--- config.mk ---
export PLATFORM = sky130hd
export DESIGN_NAME = int_stack_queue_engine_unit
export DESIGN_NICKNAME = d
export VERILOG_FILES = /design/src/hw/rtl/isqe_pkg.sv /design/src/hw/rtl/isqe_front.sv /design/src/hw/rtl/isqe_queue.sv /design/src/hw/rtl/isqe_back.sv /design/src/hw/rtl/int_stack_queue_engine_unit.sv
export SDC_FILE = /design/constraint.sdc
export NUM_CORES = 2
export LEC_CHECK = 0
export ABC_AREA = 1
export BUFFER_PORTS_ARGS = -buffer_cell sky130_fd_sc_hd__buf_4
export CAP_MARGIN = 5
export CORE_MARGIN = 10
export CORE_UTILIZATION = 45
export CTS_BUF_LIST = sky130_fd_sc_hd__clkbuf_8
export CTS_CLUSTER_SIZE = 20
export DETAILED_ROUTE_END_ITERATION = 7
export GPL_ROUTABILITY_DRIVEN = 0
export PLACE_DENSITY_LB_ADDON = 0.25
export SLEW_MARGIN = 20
export SYNTH_ARGS = -nofsm -noshare
export SYNTH_HDL_FRONTEND = slang
export SYNTH_HIERARCHICAL = 1
export SYNTH_SLANG_ARGS = --single-unit
--- constraint.sdc ---
create_clock -name clock -period 4.4 [get_ports clock]
set_input_delay 0 -clock clock [delete_from_list [all_inputs] [get_ports clock]]
set_output_delay 0 -clock clock [all_outputs]
set_load 0.005 [all_outputs]
--- src/hw/rtl/isqe_pkg.sv ---
`timescale 1ns / 1ps
`default_nettype none

package isqe_pkg;

   localparam int DEPTH_DEF = 32;
   localparam int DATA_W    = 32;
   localparam int CMD_W     = 3;
   localparam int STATUS_W  = 3;

   // command codes on the request port
   localparam logic [CMD_W-1:0] CMD_PUSH = 3'd0;
   localparam logic [CMD_W-1:0] CMD_PALL = 3'd1;
   localparam logic [CMD_W-1:0] CMD_PEEK = 3'd2;
   localparam logic [CMD_W-1:0] CMD_POP  = 3'd3;
   localparam logic [CMD_W-1:0] CMD_SWAP = 3'd4;

   // status codes on the response port
   localparam logic [STATUS_W-1:0] ST_OK         = 3'd0;
   localparam logic [STATUS_W-1:0] ST_BAD_ARG    = 3'd1;
   localparam logic [STATUS_W-1:0] ST_PEEK_EMPTY = 3'd2;
   localparam logic [STATUS_W-1:0] ST_POP_EMPTY  = 3'd3;
   localparam logic [STATUS_W-1:0] ST_SWAP_SHORT = 3'd4;
   localparam logic [STATUS_W-1:0] ST_HALTED     = 3'd5;
   localparam logic [STATUS_W-1:0] ST_FULL       = 3'd6;

   typedef enum logic [2:0] {
      OP_PUSH,
      OP_PALL,
      OP_PEEK,
      OP_POP,
      OP_SWAP,
      OP_NONE
   } op_type;

   typedef struct packed {
      op_type                    op;
      logic signed [DATA_W-1:0]  value;
      logic                      arg_ok;
   } item_type;

endpackage

`default_nettype wire

--- src/hw/rtl/isqe_front.sv ---
`timescale 1ns / 1ps
`default_nettype none

module isqe_front (
   input  wire logic                               clock,
   input  wire logic                               reset,
   input  wire logic                               start,
   output logic                                    busy,
   input  wire logic [isqe_pkg::CMD_W-1:0]         req_command,
   input  wire logic signed [isqe_pkg::DATA_W-1:0] req_push_value,
   input  wire logic                               req_arg_ok,
   output logic                                    q_push,
   output isqe_pkg::item_type                      q_item,
   input  wire logic                               q_ready
);
   import isqe_pkg::*;

   logic     stage_valid_ff, stage_valid_in;
   item_type stage_item_ff, stage_item_in;
   item_type decoded;
   logic     accept;

   always_comb begin
      unique case (req_command)
         CMD_PUSH: decoded.op = OP_PUSH;
         CMD_PALL: decoded.op = OP_PALL;
         CMD_PEEK: decoded.op = OP_PEEK;
         CMD_POP:  decoded.op = OP_POP;
         CMD_SWAP: decoded.op = OP_SWAP;
         default:  decoded.op = OP_NONE;
      endcase
      decoded.value  = req_push_value;
      decoded.arg_ok = req_arg_ok;
   end

   assign busy   = stage_valid_ff && !q_ready;
   assign accept = start && !busy;
   assign q_push = stage_valid_ff;
   assign q_item = stage_item_ff;

   always_comb begin
      stage_valid_in = stage_valid_ff;
      stage_item_in  = stage_item_ff;
      if (accept) begin
         stage_valid_in = 1'b1;
         stage_item_in  = decoded;
      end else if (q_ready) begin
         // staged item moved into the queue
         stage_valid_in = 1'b0;
      end
   end

   always_ff @(posedge clock) begin
      if (reset) begin
         stage_valid_ff <= 1'b0;
      end else begin
         stage_valid_ff <= stage_valid_in;
      end
      stage_item_ff <= stage_item_in;
   end

endmodule

`default_nettype wire

--- src/hw/rtl/isqe_queue.sv ---
`timescale 1ns / 1ps
`default_nettype none

module isqe_queue (
   input  wire logic               clock,
   input  wire logic               reset,
   input  wire logic               push,
   input  wire isqe_pkg::item_type push_item,
   output logic                    ready,
   output logic                    valid,
   output isqe_pkg::item_type      head_item,
   input  wire logic               pop
);
   import isqe_pkg::*;

   item_type   slot_ff [2];
   logic       wr_ptr_ff, wr_ptr_in;
   logic       rd_ptr_ff, rd_ptr_in;
   logic [1:0] fill_ff, fill_in;
   logic       do_push, do_pop;

   assign ready     = (fill_ff != 2'd2);
   assign valid     = (fill_ff != 2'd0);
   assign head_item = slot_ff[rd_ptr_ff];
   assign do_push   = push && ready;
   assign do_pop    = pop && valid;

   always_comb begin
      wr_ptr_in = do_push ? !wr_ptr_ff : wr_ptr_ff;
      rd_ptr_in = do_pop ? !rd_ptr_ff : rd_ptr_ff;
      fill_in   = fill_ff;
      if (do_push && !do_pop) begin
         fill_in = fill_ff + 2'd1;
      end else if (do_pop && !do_push) begin
         fill_in = fill_ff - 2'd1;
      end
   end

   always_ff @(posedge clock) begin
      if (reset) begin
         wr_ptr_ff <= 1'b0;
         rd_ptr_ff <= 1'b0;
         fill_ff   <= 2'd0;
      end else begin
         wr_ptr_ff <= wr_ptr_in;
         rd_ptr_ff <= rd_ptr_in;
         fill_ff   <= fill_in;
      end
      if (do_push) begin
         slot_ff[wr_ptr_ff] <= push_item;
      end
   end

endmodule

`default_nettype wire

--- src/hw/rtl/isqe_back.sv ---
`timescale 1ns / 1ps
`default_nettype none

module isqe_back #(
   parameter int DEPTH = isqe_pkg::DEPTH_DEF
) (
   input  wire logic                                clock,
   input  wire logic                                reset,
   input  wire logic                                q_valid,
   input  wire isqe_pkg::item_type                  q_item,
   output logic                                     q_pop,
   input  wire logic                                csr_wr_en,
   input  wire logic                                csr_wr_data,
   output logic                                     rsp_strobe,
   output logic signed [isqe_pkg::DATA_W-1:0]       rsp_value,
   output logic [isqe_pkg::STATUS_W-1:0]            rsp_status,
   output logic                                     rsp_has_value,
   output logic                                     rsp_last
);
   import isqe_pkg::*;

   localparam int IDX_W = (DEPTH > 1) ? $clog2(DEPTH) : 1;
   localparam int CNT_W = $clog2(DEPTH + 1);
   localparam logic [IDX_W-1:0] LAST_IDX  = IDX_W'(DEPTH - 1);
   localparam logic [CNT_W-1:0] FULL_CNT  = CNT_W'(DEPTH);
   localparam logic [IDX_W:0]   DEPTH_EXT = (IDX_W + 1)'(DEPTH);

   typedef enum logic [5:0] {
      S_IDLE   = 6'b000001,
      S_PEEK   = 6'b000010,
      S_SWAP_A = 6'b000100,
      S_SWAP_B = 6'b001000,
      S_SWAP_C = 6'b010000,
      S_PALL   = 6'b100000
   } state_type;

   function automatic logic [IDX_W-1:0] idx_next(input logic [IDX_W-1:0] idx);
      return (idx == LAST_IDX) ? '0 : idx + 1'b1;
   endfunction

   function automatic logic [IDX_W-1:0] idx_prev(input logic [IDX_W-1:0] idx);
      return (idx == '0) ? LAST_IDX : idx - 1'b1;
   endfunction

   logic signed [DATA_W-1:0] entry_mem_ff [DEPTH];
   logic signed [DATA_W-1:0] mem_rd_ff;

   state_type                state_ff, state_in;
   logic [IDX_W-1:0]         top_ff, top_in;
   logic [CNT_W-1:0]         count_ff, count_in;
   logic                     halted_ff, halted_in;
   logic                     queue_mode_ff;
   logic [IDX_W-1:0]         walk_ptr_ff, walk_ptr_in;
   logic [CNT_W-1:0]         remain_ff, remain_in;
   logic signed [DATA_W-1:0] hold_ff, hold_in;

   logic                     rsp_strobe_ff, rsp_strobe_in;
   logic signed [DATA_W-1:0] rsp_value_ff, rsp_value_in;
   logic [STATUS_W-1:0]      rsp_status_ff, rsp_status_in;
   logic                     rsp_has_value_ff, rsp_has_value_in;
   logic                     rsp_last_ff, rsp_last_in;

   logic                     mem_we, mem_re;
   logic [IDX_W-1:0]         mem_wa, mem_ra;
   logic signed [DATA_W-1:0] mem_wd;
   logic [IDX_W:0]           tail_sum;
   logic [IDX_W-1:0]         tail_idx;

   // bottom slot for queue-mode append; count is below DEPTH here
   assign tail_sum = {1'b0, top_ff} + {1'b0, count_ff[IDX_W-1:0]};
   assign tail_idx = (tail_sum >= DEPTH_EXT) ? IDX_W'(tail_sum - DEPTH_EXT)
                                             : tail_sum[IDX_W-1:0];

   always_comb begin
      state_in         = state_ff;
      top_in           = top_ff;
      count_in         = count_ff;
      halted_in        = halted_ff;
      walk_ptr_in      = walk_ptr_ff;
      remain_in        = remain_ff;
      hold_in          = hold_ff;
      rsp_strobe_in    = 1'b0;
      rsp_value_in     = '0;
      rsp_status_in    = ST_OK;
      rsp_has_value_in = 1'b0;
      rsp_last_in      = 1'b0;
      q_pop            = 1'b0;
      mem_we           = 1'b0;
      mem_wa           = top_ff;
      mem_wd           = q_item.value;
      mem_re           = 1'b0;
      mem_ra           = top_ff;

      unique case (state_ff)
         S_IDLE: begin
            if (q_valid) begin
               q_pop = 1'b1;
               if (halted_ff) begin
                  rsp_strobe_in = 1'b1;
                  rsp_status_in = ST_HALTED;
                  rsp_last_in   = 1'b1;
               end else begin
                  case (q_item.op)
                     OP_PUSH: begin
                        if (!q_item.arg_ok) begin
                           rsp_strobe_in = 1'b1;
                           rsp_status_in = ST_BAD_ARG;
                           rsp_last_in   = 1'b1;
                           halted_in     = 1'b1;
                        end else if (count_ff == FULL_CNT) begin
                           rsp_strobe_in = 1'b1;
                           rsp_status_in = ST_FULL;
                           rsp_last_in   = 1'b1;
                           halted_in     = 1'b1;
                        end else begin
                           mem_we = 1'b1;
                           if (!queue_mode_ff) begin
                              mem_wa = idx_prev(top_ff);
                              top_in = idx_prev(top_ff);
                           end else begin
                              mem_wa = tail_idx;
                           end
                           count_in = count_ff + 1'b1;
                        end
                     end
                     OP_PALL: begin
                        if (count_ff != '0) begin
                           mem_re      = 1'b1;
                           walk_ptr_in = idx_next(top_ff);
                           remain_in   = count_ff - 1'b1;
                           state_in    = S_PALL;
                        end
                     end
                     OP_PEEK: begin
                        if (count_ff == '0) begin
                           rsp_strobe_in = 1'b1;
                           rsp_status_in = ST_PEEK_EMPTY;
                           rsp_last_in   = 1'b1;
                           halted_in     = 1'b1;
                        end else begin
                           mem_re   = 1'b1;
                           state_in = S_PEEK;
                        end
                     end
                     OP_POP: begin
                        if (count_ff == '0) begin
                           rsp_strobe_in = 1'b1;
                           rsp_status_in = ST_POP_EMPTY;
                           rsp_last_in   = 1'b1;
                           halted_in     = 1'b1;
                        end else begin
                           top_in   = idx_next(top_ff);
                           count_in = count_ff - 1'b1;
                        end
                     end
                     OP_SWAP: begin
                        if (count_ff < CNT_W'(2)) begin
                           rsp_strobe_in = 1'b1;
                           rsp_status_in = ST_SWAP_SHORT;
                           rsp_last_in   = 1'b1;
                           halted_in     = 1'b1;
                        end else begin
                           mem_re   = 1'b1;
                           state_in = S_SWAP_A;
                        end
                     end
                     default: ;
                  endcase
               end
            end
         end
         S_PEEK: begin
            rsp_strobe_in    = 1'b1;
            rsp_value_in     = mem_rd_ff;
            rsp_has_value_in = 1'b1;
            rsp_last_in      = 1'b1;
            state_in         = S_IDLE;
         end
         S_SWAP_A: begin
            // hold the top, fetch the one below
            hold_in  = mem_rd_ff;
            mem_re   = 1'b1;
            mem_ra   = idx_next(top_ff);
            state_in = S_SWAP_B;
         end
         S_SWAP_B: begin
            mem_we   = 1'b1;
            mem_wa   = top_ff;
            mem_wd   = mem_rd_ff;
            state_in = S_SWAP_C;
         end
         S_SWAP_C: begin
            mem_we   = 1'b1;
            mem_wa   = idx_next(top_ff);
            mem_wd   = hold_ff;
            state_in = S_IDLE;
         end
         S_PALL: begin
            rsp_strobe_in    = 1'b1;
            rsp_value_in     = mem_rd_ff;
            rsp_has_value_in = 1'b1;
            rsp_last_in      = (remain_ff == '0);
            if (remain_ff == '0) begin
               state_in = S_IDLE;
            end else begin
               mem_re      = 1'b1;
               mem_ra      = walk_ptr_ff;
               walk_ptr_in = idx_next(walk_ptr_ff);
               remain_in   = remain_ff - 1'b1;
            end
         end
         default: state_in = S_IDLE;
      endcase
   end

   always_ff @(posedge clock) begin
      if (mem_we) begin
         entry_mem_ff[mem_wa] <= mem_wd;
      end
      if (mem_re) begin
         mem_rd_ff <= entry_mem_ff[mem_ra];
      end
   end

   always_ff @(posedge clock) begin
      if (reset) begin
         state_ff      <= S_IDLE;
         top_ff        <= '0;
         count_ff      <= '0;
         halted_ff     <= 1'b0;
         queue_mode_ff <= 1'b0;
         rsp_strobe_ff <= 1'b0;
      end else begin
         state_ff      <= state_in;
         top_ff        <= top_in;
         count_ff      <= count_in;
         halted_ff     <= halted_in;
         rsp_strobe_ff <= rsp_strobe_in;
         if (csr_wr_en) begin
            queue_mode_ff <= csr_wr_data;
         end
      end
      walk_ptr_ff      <= walk_ptr_in;
      remain_ff        <= remain_in;
      hold_ff          <= hold_in;
      rsp_value_ff     <= rsp_value_in;
      rsp_status_ff    <= rsp_status_in;
      rsp_has_value_ff <= rsp_has_value_in;
      rsp_last_ff      <= rsp_last_in;
   end

   assign rsp_strobe    = rsp_strobe_ff;
   assign rsp_value     = rsp_value_ff;
   assign rsp_status    = rsp_status_ff;
   assign rsp_has_value = rsp_has_value_ff;
   assign rsp_last      = rsp_last_ff;

endmodule

`default_nettype wire

--- src/hw/rtl/int_stack_queue_engine_unit.sv ---
// Bounded integer stack with a queue mode, one command per request.
// Request channel: a command transfers at a clock edge with start high and
// busy low; req_push_value and req_arg_ok matter only for push.
// Response channel: each result is on rsp_* for one cycle, marked by
// rsp_strobe; rsp_last flags the final result of a command. The receiver
// cannot stall, so results are never held back.
// Config: csr_wr_en writes csr_wr_data into the queue-mode bit (0 stack,
// 1 append at bottom); write it only while no command is in flight.
// Each request is staged, passes a two-entry queue and is executed by the
// back end once that is in S_IDLE. Error and halted results are on rsp_*
// in the cycle after that execution; peek and print-all results first pass
// the entry memory read register, then print-all gives one entry per cycle.
// Back-end states per command: push, pop and errors end in S_IDLE; peek
// S_PEEK; swap S_SWAP_A to S_SWAP_C; print-all S_PALL for each entry.
// Any error halts the block; every later command gives a halted status.
// Reset empties the store, clears the halt and selects stack mode.
`timescale 1ns / 1ps
`default_nettype none

module int_stack_queue_engine_unit #(
   parameter int DEPTH = isqe_pkg::DEPTH_DEF
) (
   input  wire logic                               clock,
   input  wire logic                               reset,
   input  wire logic                               start,
   output logic                                    busy,
   input  wire logic [isqe_pkg::CMD_W-1:0]         req_command,
   input  wire logic signed [isqe_pkg::DATA_W-1:0] req_push_value,
   input  wire logic                               req_arg_ok,
   input  wire logic                               csr_wr_en,
   input  wire logic                               csr_wr_data,
   output logic                                    rsp_strobe,
   output logic signed [isqe_pkg::DATA_W-1:0]      rsp_value,
   output logic [isqe_pkg::STATUS_W-1:0]           rsp_status,
   output logic                                    rsp_has_value,
   output logic                                    rsp_last
);
   import isqe_pkg::*;

   logic     q_push, q_ready, q_valid, q_pop;
   item_type q_in_item, q_head_item;

   isqe_front u_front (
      .clock          (clock),
      .reset          (reset),
      .start          (start),
      .busy           (busy),
      .req_command    (req_command),
      .req_push_value (req_push_value),
      .req_arg_ok     (req_arg_ok),
      .q_push         (q_push),
      .q_item         (q_in_item),
      .q_ready        (q_ready)
   );

   isqe_queue u_queue (
      .clock     (clock),
      .reset     (reset),
      .push      (q_push),
      .push_item (q_in_item),
      .ready     (q_ready),
      .valid     (q_valid),
      .head_item (q_head_item),
      .pop       (q_pop)
   );

   isqe_back #(
      .DEPTH (DEPTH)
   ) u_back (
      .clock         (clock),
      .reset         (reset),
      .q_valid       (q_valid),
      .q_item        (q_head_item),
      .q_pop         (q_pop),
      .csr_wr_en     (csr_wr_en),
      .csr_wr_data   (csr_wr_data),
      .rsp_strobe    (rsp_strobe),
      .rsp_value     (rsp_value),
      .rsp_status    (rsp_status),
      .rsp_has_value (rsp_has_value),
      .rsp_last      (rsp_last)
   );

endmodule

`default_nettype wire
==> flow_summary.rst <==
.. list-table::
   :header-rows: 1

   * - Metric
     - Value
   * - Outcome
     - finished, final reports clean
   * - Power per Cell Area
     - 530 nW/µm²
   * - Grt ovf
     - 0
   * - Cells after synthesis
     - 4,976
   * - Number of synthesized register bits
     - 1,270
   * - Kind of start point of the critical path
     - register
   * - Via count
     - 38,000
   * - Root buffer selected by CTS
     - sky130_fd_sc_hd__clkbuf_8
   * - Portion of the post-synthesis area used by sequential elements
     - 68.5%
   * - Number of optimization iterations in the first detailed-route pass
     - 7
   * - Dominant combinational cell family by area after synthesis
     - simple AND/OR/NAND/NOR gates
   * - Number of maximum-capacitance violations
     - 0
   * - Synth Area in Compound Gates
     - 1.44%
   * - Die boundary height
     - 369 µm
   * - Buffers inserted during post-CTS setup optimization
     - 0
   * - Register-to-register path setup slack
     - 0.58 ns
   * - Most frequent standard cell in the layout excluding fill and tap cells
     - sky130_fd_sc_hd__edfxtp_1
   * - Endpoint type of the worst setup path
     - register
   * - Net count after synthesis
     - 5,032
   * - Area of the core region
     - 120,000 µm²
   * - TritonCTS clock tree
     - done
   * - Skew final
     - 0.0579 ns
   * - Design Power
     - 0.0330 W
   * - Arrival time of the worst setup path
     - 4.37 ns
   * - Clock latency on the worst-skew pair
     - 0.90 ns
   * - Total negative slack
     - 0 ns
   * - Antenna Violating Nets Remaining
     - 0
   * - Synthesized cell area
     - 54,700 µm²
   * - Max Clock Freq
     - 262 MHz
   * - Final count of negative-setup-slack endpoints
     - 0
   * - Number of H-tree levels
     - 4
   * - Adder-cell share of the synthesized area
     - 0.357%
   * - Total half-perimeter wirelength after legalization and detailed placement
     - 86,300 µm
   * - Number of global-route vias before repair
     - 36,600
   * - Proportion of layout cells with a drive suffix above 1
     - 10.5%
   * - Count of yosys warnings during synthesis
     - 6
   * - Non-filler cells in the finished layout
     - 6,949
   * - Std-Cell Rows
     - 127
   * - Wire length of the first global-routing pass
     - 235,000 µm
   * - Number of buffers created by CTS
     - 203
   * - Net count, final
     - 5,244
   * - Actual slew at the worst max-slew pin
     - 1.02 ns
   * - Number of hold violations in the final report
     - 0
   * - Synthesized-area fraction occupied by xor and xnor cells
     - 0.208%
   * - Portion of netlist area occupied by mux cells
     - 0.947%
   * - Most used cells in the layout excluding fill and tap cells
     - 1,207 x sky130_fd_sc_hd__edfxtp_1, 1,204 x sky130_fd_sc_hd__nand2_1, 1,114 x sky130_fd_sc_hd__nand3_1, 688 x sky130_fd_sc_hd__inv_1, 205 x sky130_fd_sc_hd__clkbuf_8
   * - Cell count after placement
     - 6,510
   * - Clk sink count
     - 1,270
   * - Number of buffers on the longest clock path
     - 3
   * - Pin count of the biggest net entering global routing
     - 199
   * - Number of cell instances on the worst register-to-register path
     - 17
   * - Width of the chip
     - 369 µm
   * - Hold Slack
     - 0.223 ns
   * - Average vias per placed instance
     - 5.47
   * - Initial antenna violation count
     - 3
   * - Final core utilization
     - 51.7%
   * - Worst min-delay path class
     - primary input to register
   * - Mean area per synthesized cell
     - 11.0 µm²
   * - IO buf count
     - 79
   * - Req. time, crit path
     - 4.95 ns
   * - Setup CP Type
     - register to register
   * - Drt first-iter violations
     - 4,703
   * - Clk slew on worst S/H paths
     - 0.06 ns
   * - Tightest slew margin relative to the limit
     - 31.7%
   * - Most frequently used flop master after synthesis
     - sky130_fd_sc_hd__edfxtp_1
   * - Ports placed on the boundary
     - 80
   * - Maximum fanout along the worst path
     - 13
   * - Residual DRC
     - 0
   * - Area growth from synthesis to final layout
     - 13.7%
   * - Post-synthesis share of cell area spent on and, or, nand and nor gates
     - 21.4%
   * - Setup repair after global routing missed its margin
     - no
   * - Number of enable flip-flop cells after synthesis
     - 1,207
   * - Worst hold path depth
     - 4
   * - Post-route minimum period
     - 3.82 ns
   * - Static Leakage
     - 24.8 nW
   * - Number of max-slew violations in the final report
     - 0
   * - Distinct cell type count after synthesis
     - 49
   * - Final Cycle Share
     - 86.8%
   * - Final routed wire length divided by cell count
     - 22.6 µm
   * - Overall die area
     - 136,000 µm²
   * - Final wirelength
     - 157,000 µm
   * - Async S/R FF share, synth
     - 0%
   * - Effective utilization at floorplan
     - 45.5%
   * - Global router's overall resource usage
     - 22.6%
   * - Largest vdd supply drop
     - 0.389 mV
[final timing paths]
kind / start / endpoint
setup / recovery: u_back/top_ff[0] / u_back/entry_mem_ff[9][12]
hold / removal: start / u_front/q_item[27]
setup reg to reg: u_back/top_ff[0] / u_back/entry_mem_ff[9][12]
hold reg to reg: u_front/q_item[7] / u_queue/slot_ff[1][7]
[layer usage]
| metal | track usage [%] | routed length (µm) | part of all wire, % | vias to the layer above |
|---|---|---|---|---|
| li1 | - | - | - | 17400 |
| met1 | 32.0 | 66300 | 42 | 18400 |
| met2 | 34.9 | 71400 | 46 | 1889 |
| met3 | 3.89 | 14200 | 9.0 | 332 |
| met4 | 7.80 | 4960 | 3.2 | 2 |
| met5 | 0 | 13 | 0.0083 | - |
[registers in the layout (all words and copies together), names as in the netlist, 6 cells and up, named ones only]
register,flops
u_back/entry_mem_ff,1024
u_queue/slot_ff,72
u_front/q_item,36
u_back/hold_ff,32
u_back/mem_rd_ff,32
u_back/rsp_value,32
u_back/count_ff,6
u_back/remain_ff,6
u_back/state_ff,6
[Yosys cell counts (3+ instances only)]
| cell | number | area (µm²) |
|---|---|---|
| sky130_fd_sc_hd__o211ai_1 | 40 | 300 |
| sky130_fd_sc_hd__inv_2 | 7 | 26.3 |
| sky130_fd_sc_hd__buf_6 | 7 | 78.8 |
| sky130_fd_sc_hd__buf_4 | 13 | 97.6 |
| sky130_fd_sc_hd__buf_1 | 24 | 90.1 |
| sky130_fd_sc_hd__o31ai_1 | 3 | 22.5 |
| sky130_fd_sc_hd__buf_12 | 3 | 60.1 |
| sky130_fd_sc_hd__o21ai_0 | 30 | 150 |
| sky130_fd_sc_hd__nand3_1 | 1115 | 5580 |
| sky130_fd_sc_hd__inv_1 | 618 | 2320 |
| sky130_fd_sc_hd__mux2_2 | 6 | 67.6 |
| sky130_fd_sc_hd__nor2_1 | 116 | 435 |
| sky130_fd_sc_hd__xor2_1 | 10 | 87.6 |
| sky130_fd_sc_hd__ha_1 | 14 | 175 |
| sky130_fd_sc_hd__a21oi_1 | 32 | 160 |
| sky130_fd_sc_hd__nor2_4 | 4 | 45.0 |
| sky130_fd_sc_hd__mux2_4 | 30 | 450 |
| sky130_fd_sc_hd__buf_2 | 208 | 1040 |
| sky130_fd_sc_hd__nand2_1 | 1205 | 4520 |
| sky130_fd_sc_hd__clkbuf_1 | 40 | 150 |
| sky130_fd_sc_hd__nand2_2 | 4 | 25.0 |
| sky130_fd_sc_hd__nand3b_1 | 129 | 968 |
| sky130_fd_sc_hd__dfxtp_1 | 63 | 1260 |
| sky130_fd_sc_hd__xnor2_1 | 3 | 26.3 |
| sky130_fd_sc_hd__nand4_1 | 8 | 50.1 |
| sky130_fd_sc_hd__o22ai_1 | 7 | 43.8 |
| sky130_fd_sc_hd__edfxtp_1 | 1207 | 36200 |
[power breakdown]
group,internal [W],leakage [nW],switching (W)
clock network,0.00459,2.12,0.00472
registers,0.0145,11.4,0.000215
logic,0.00252,11.3,0.00638
[critical path: stages, from the launching register on]
cell and delay (ns):
sky130_fd_sc_hd__dfxtp_1 0.61, sky130_fd_sc_hd__ha_1 0.25, sky130_fd_sc_hd__inv_1 0.06, sky130_fd_sc_hd__fa_1 0.40, sky130_fd_sc_hd__inv_1 0.07, sky130_fd_sc_hd__nand2_1 0.05
sky130_fd_sc_hd__nand2_1 0.06, sky130_fd_sc_hd__a21oi_1 0.07, sky130_fd_sc_hd__nor2_1 0.09, sky130_fd_sc_hd__nor2_1 0.04, sky130_fd_sc_hd__nand2_1 0.07, sky130_fd_sc_hd__nand2_1 0.06
sky130_fd_sc_hd__o211ai_1 0.09, sky130_fd_sc_hd__nand3_1 0.26, sky130_fd_sc_hd__nor2_1 0.21, sky130_fd_sc_hd__nand2_1 0.27, sky130_fd_sc_hd__nor2_4 0.49, sky130_fd_sc_hd__buf_4 0.34
[through the flow]
stage / cell area, µm² / worst slack, ns
2_1_floorplan: 54700 / 0.462
3_3_place_gp: 57700 / 0.669
3_5_place_dp: 57700 / 0.673
4_1_cts: 62200 / 0.638
5_1_grt: 62200 / 0.294
6_report: 62200 / 0.581
[final cells by class]
type,instances,area (µm²)
clock inverters,147,811
inverters,627,2370
diodes,2,5.00
multi-input cells,2784,13600
fillers,10500,58100
flip-flops and latches,1270,37500
well taps,1612,2020
clock buffers,205,2820
repair buffers,302,3060
[what timing repair did]
item,in CTS,in global routing
hold buffers,82,0
gates resized for setup,0,0
hold endpoints to repair,98,0
setup endpoints to repair,0,0
[logic make-up after synthesis]
group                      after synthesis
DFF                                   1270
buffers and inverters                  922
adders and majority gates               15
muxes                                   36
and+or+nand+nor                       2593
AOI/OAI and AO/OA                      127
xor gates and xnor gates                13
(Power assumes the default switching activity.)
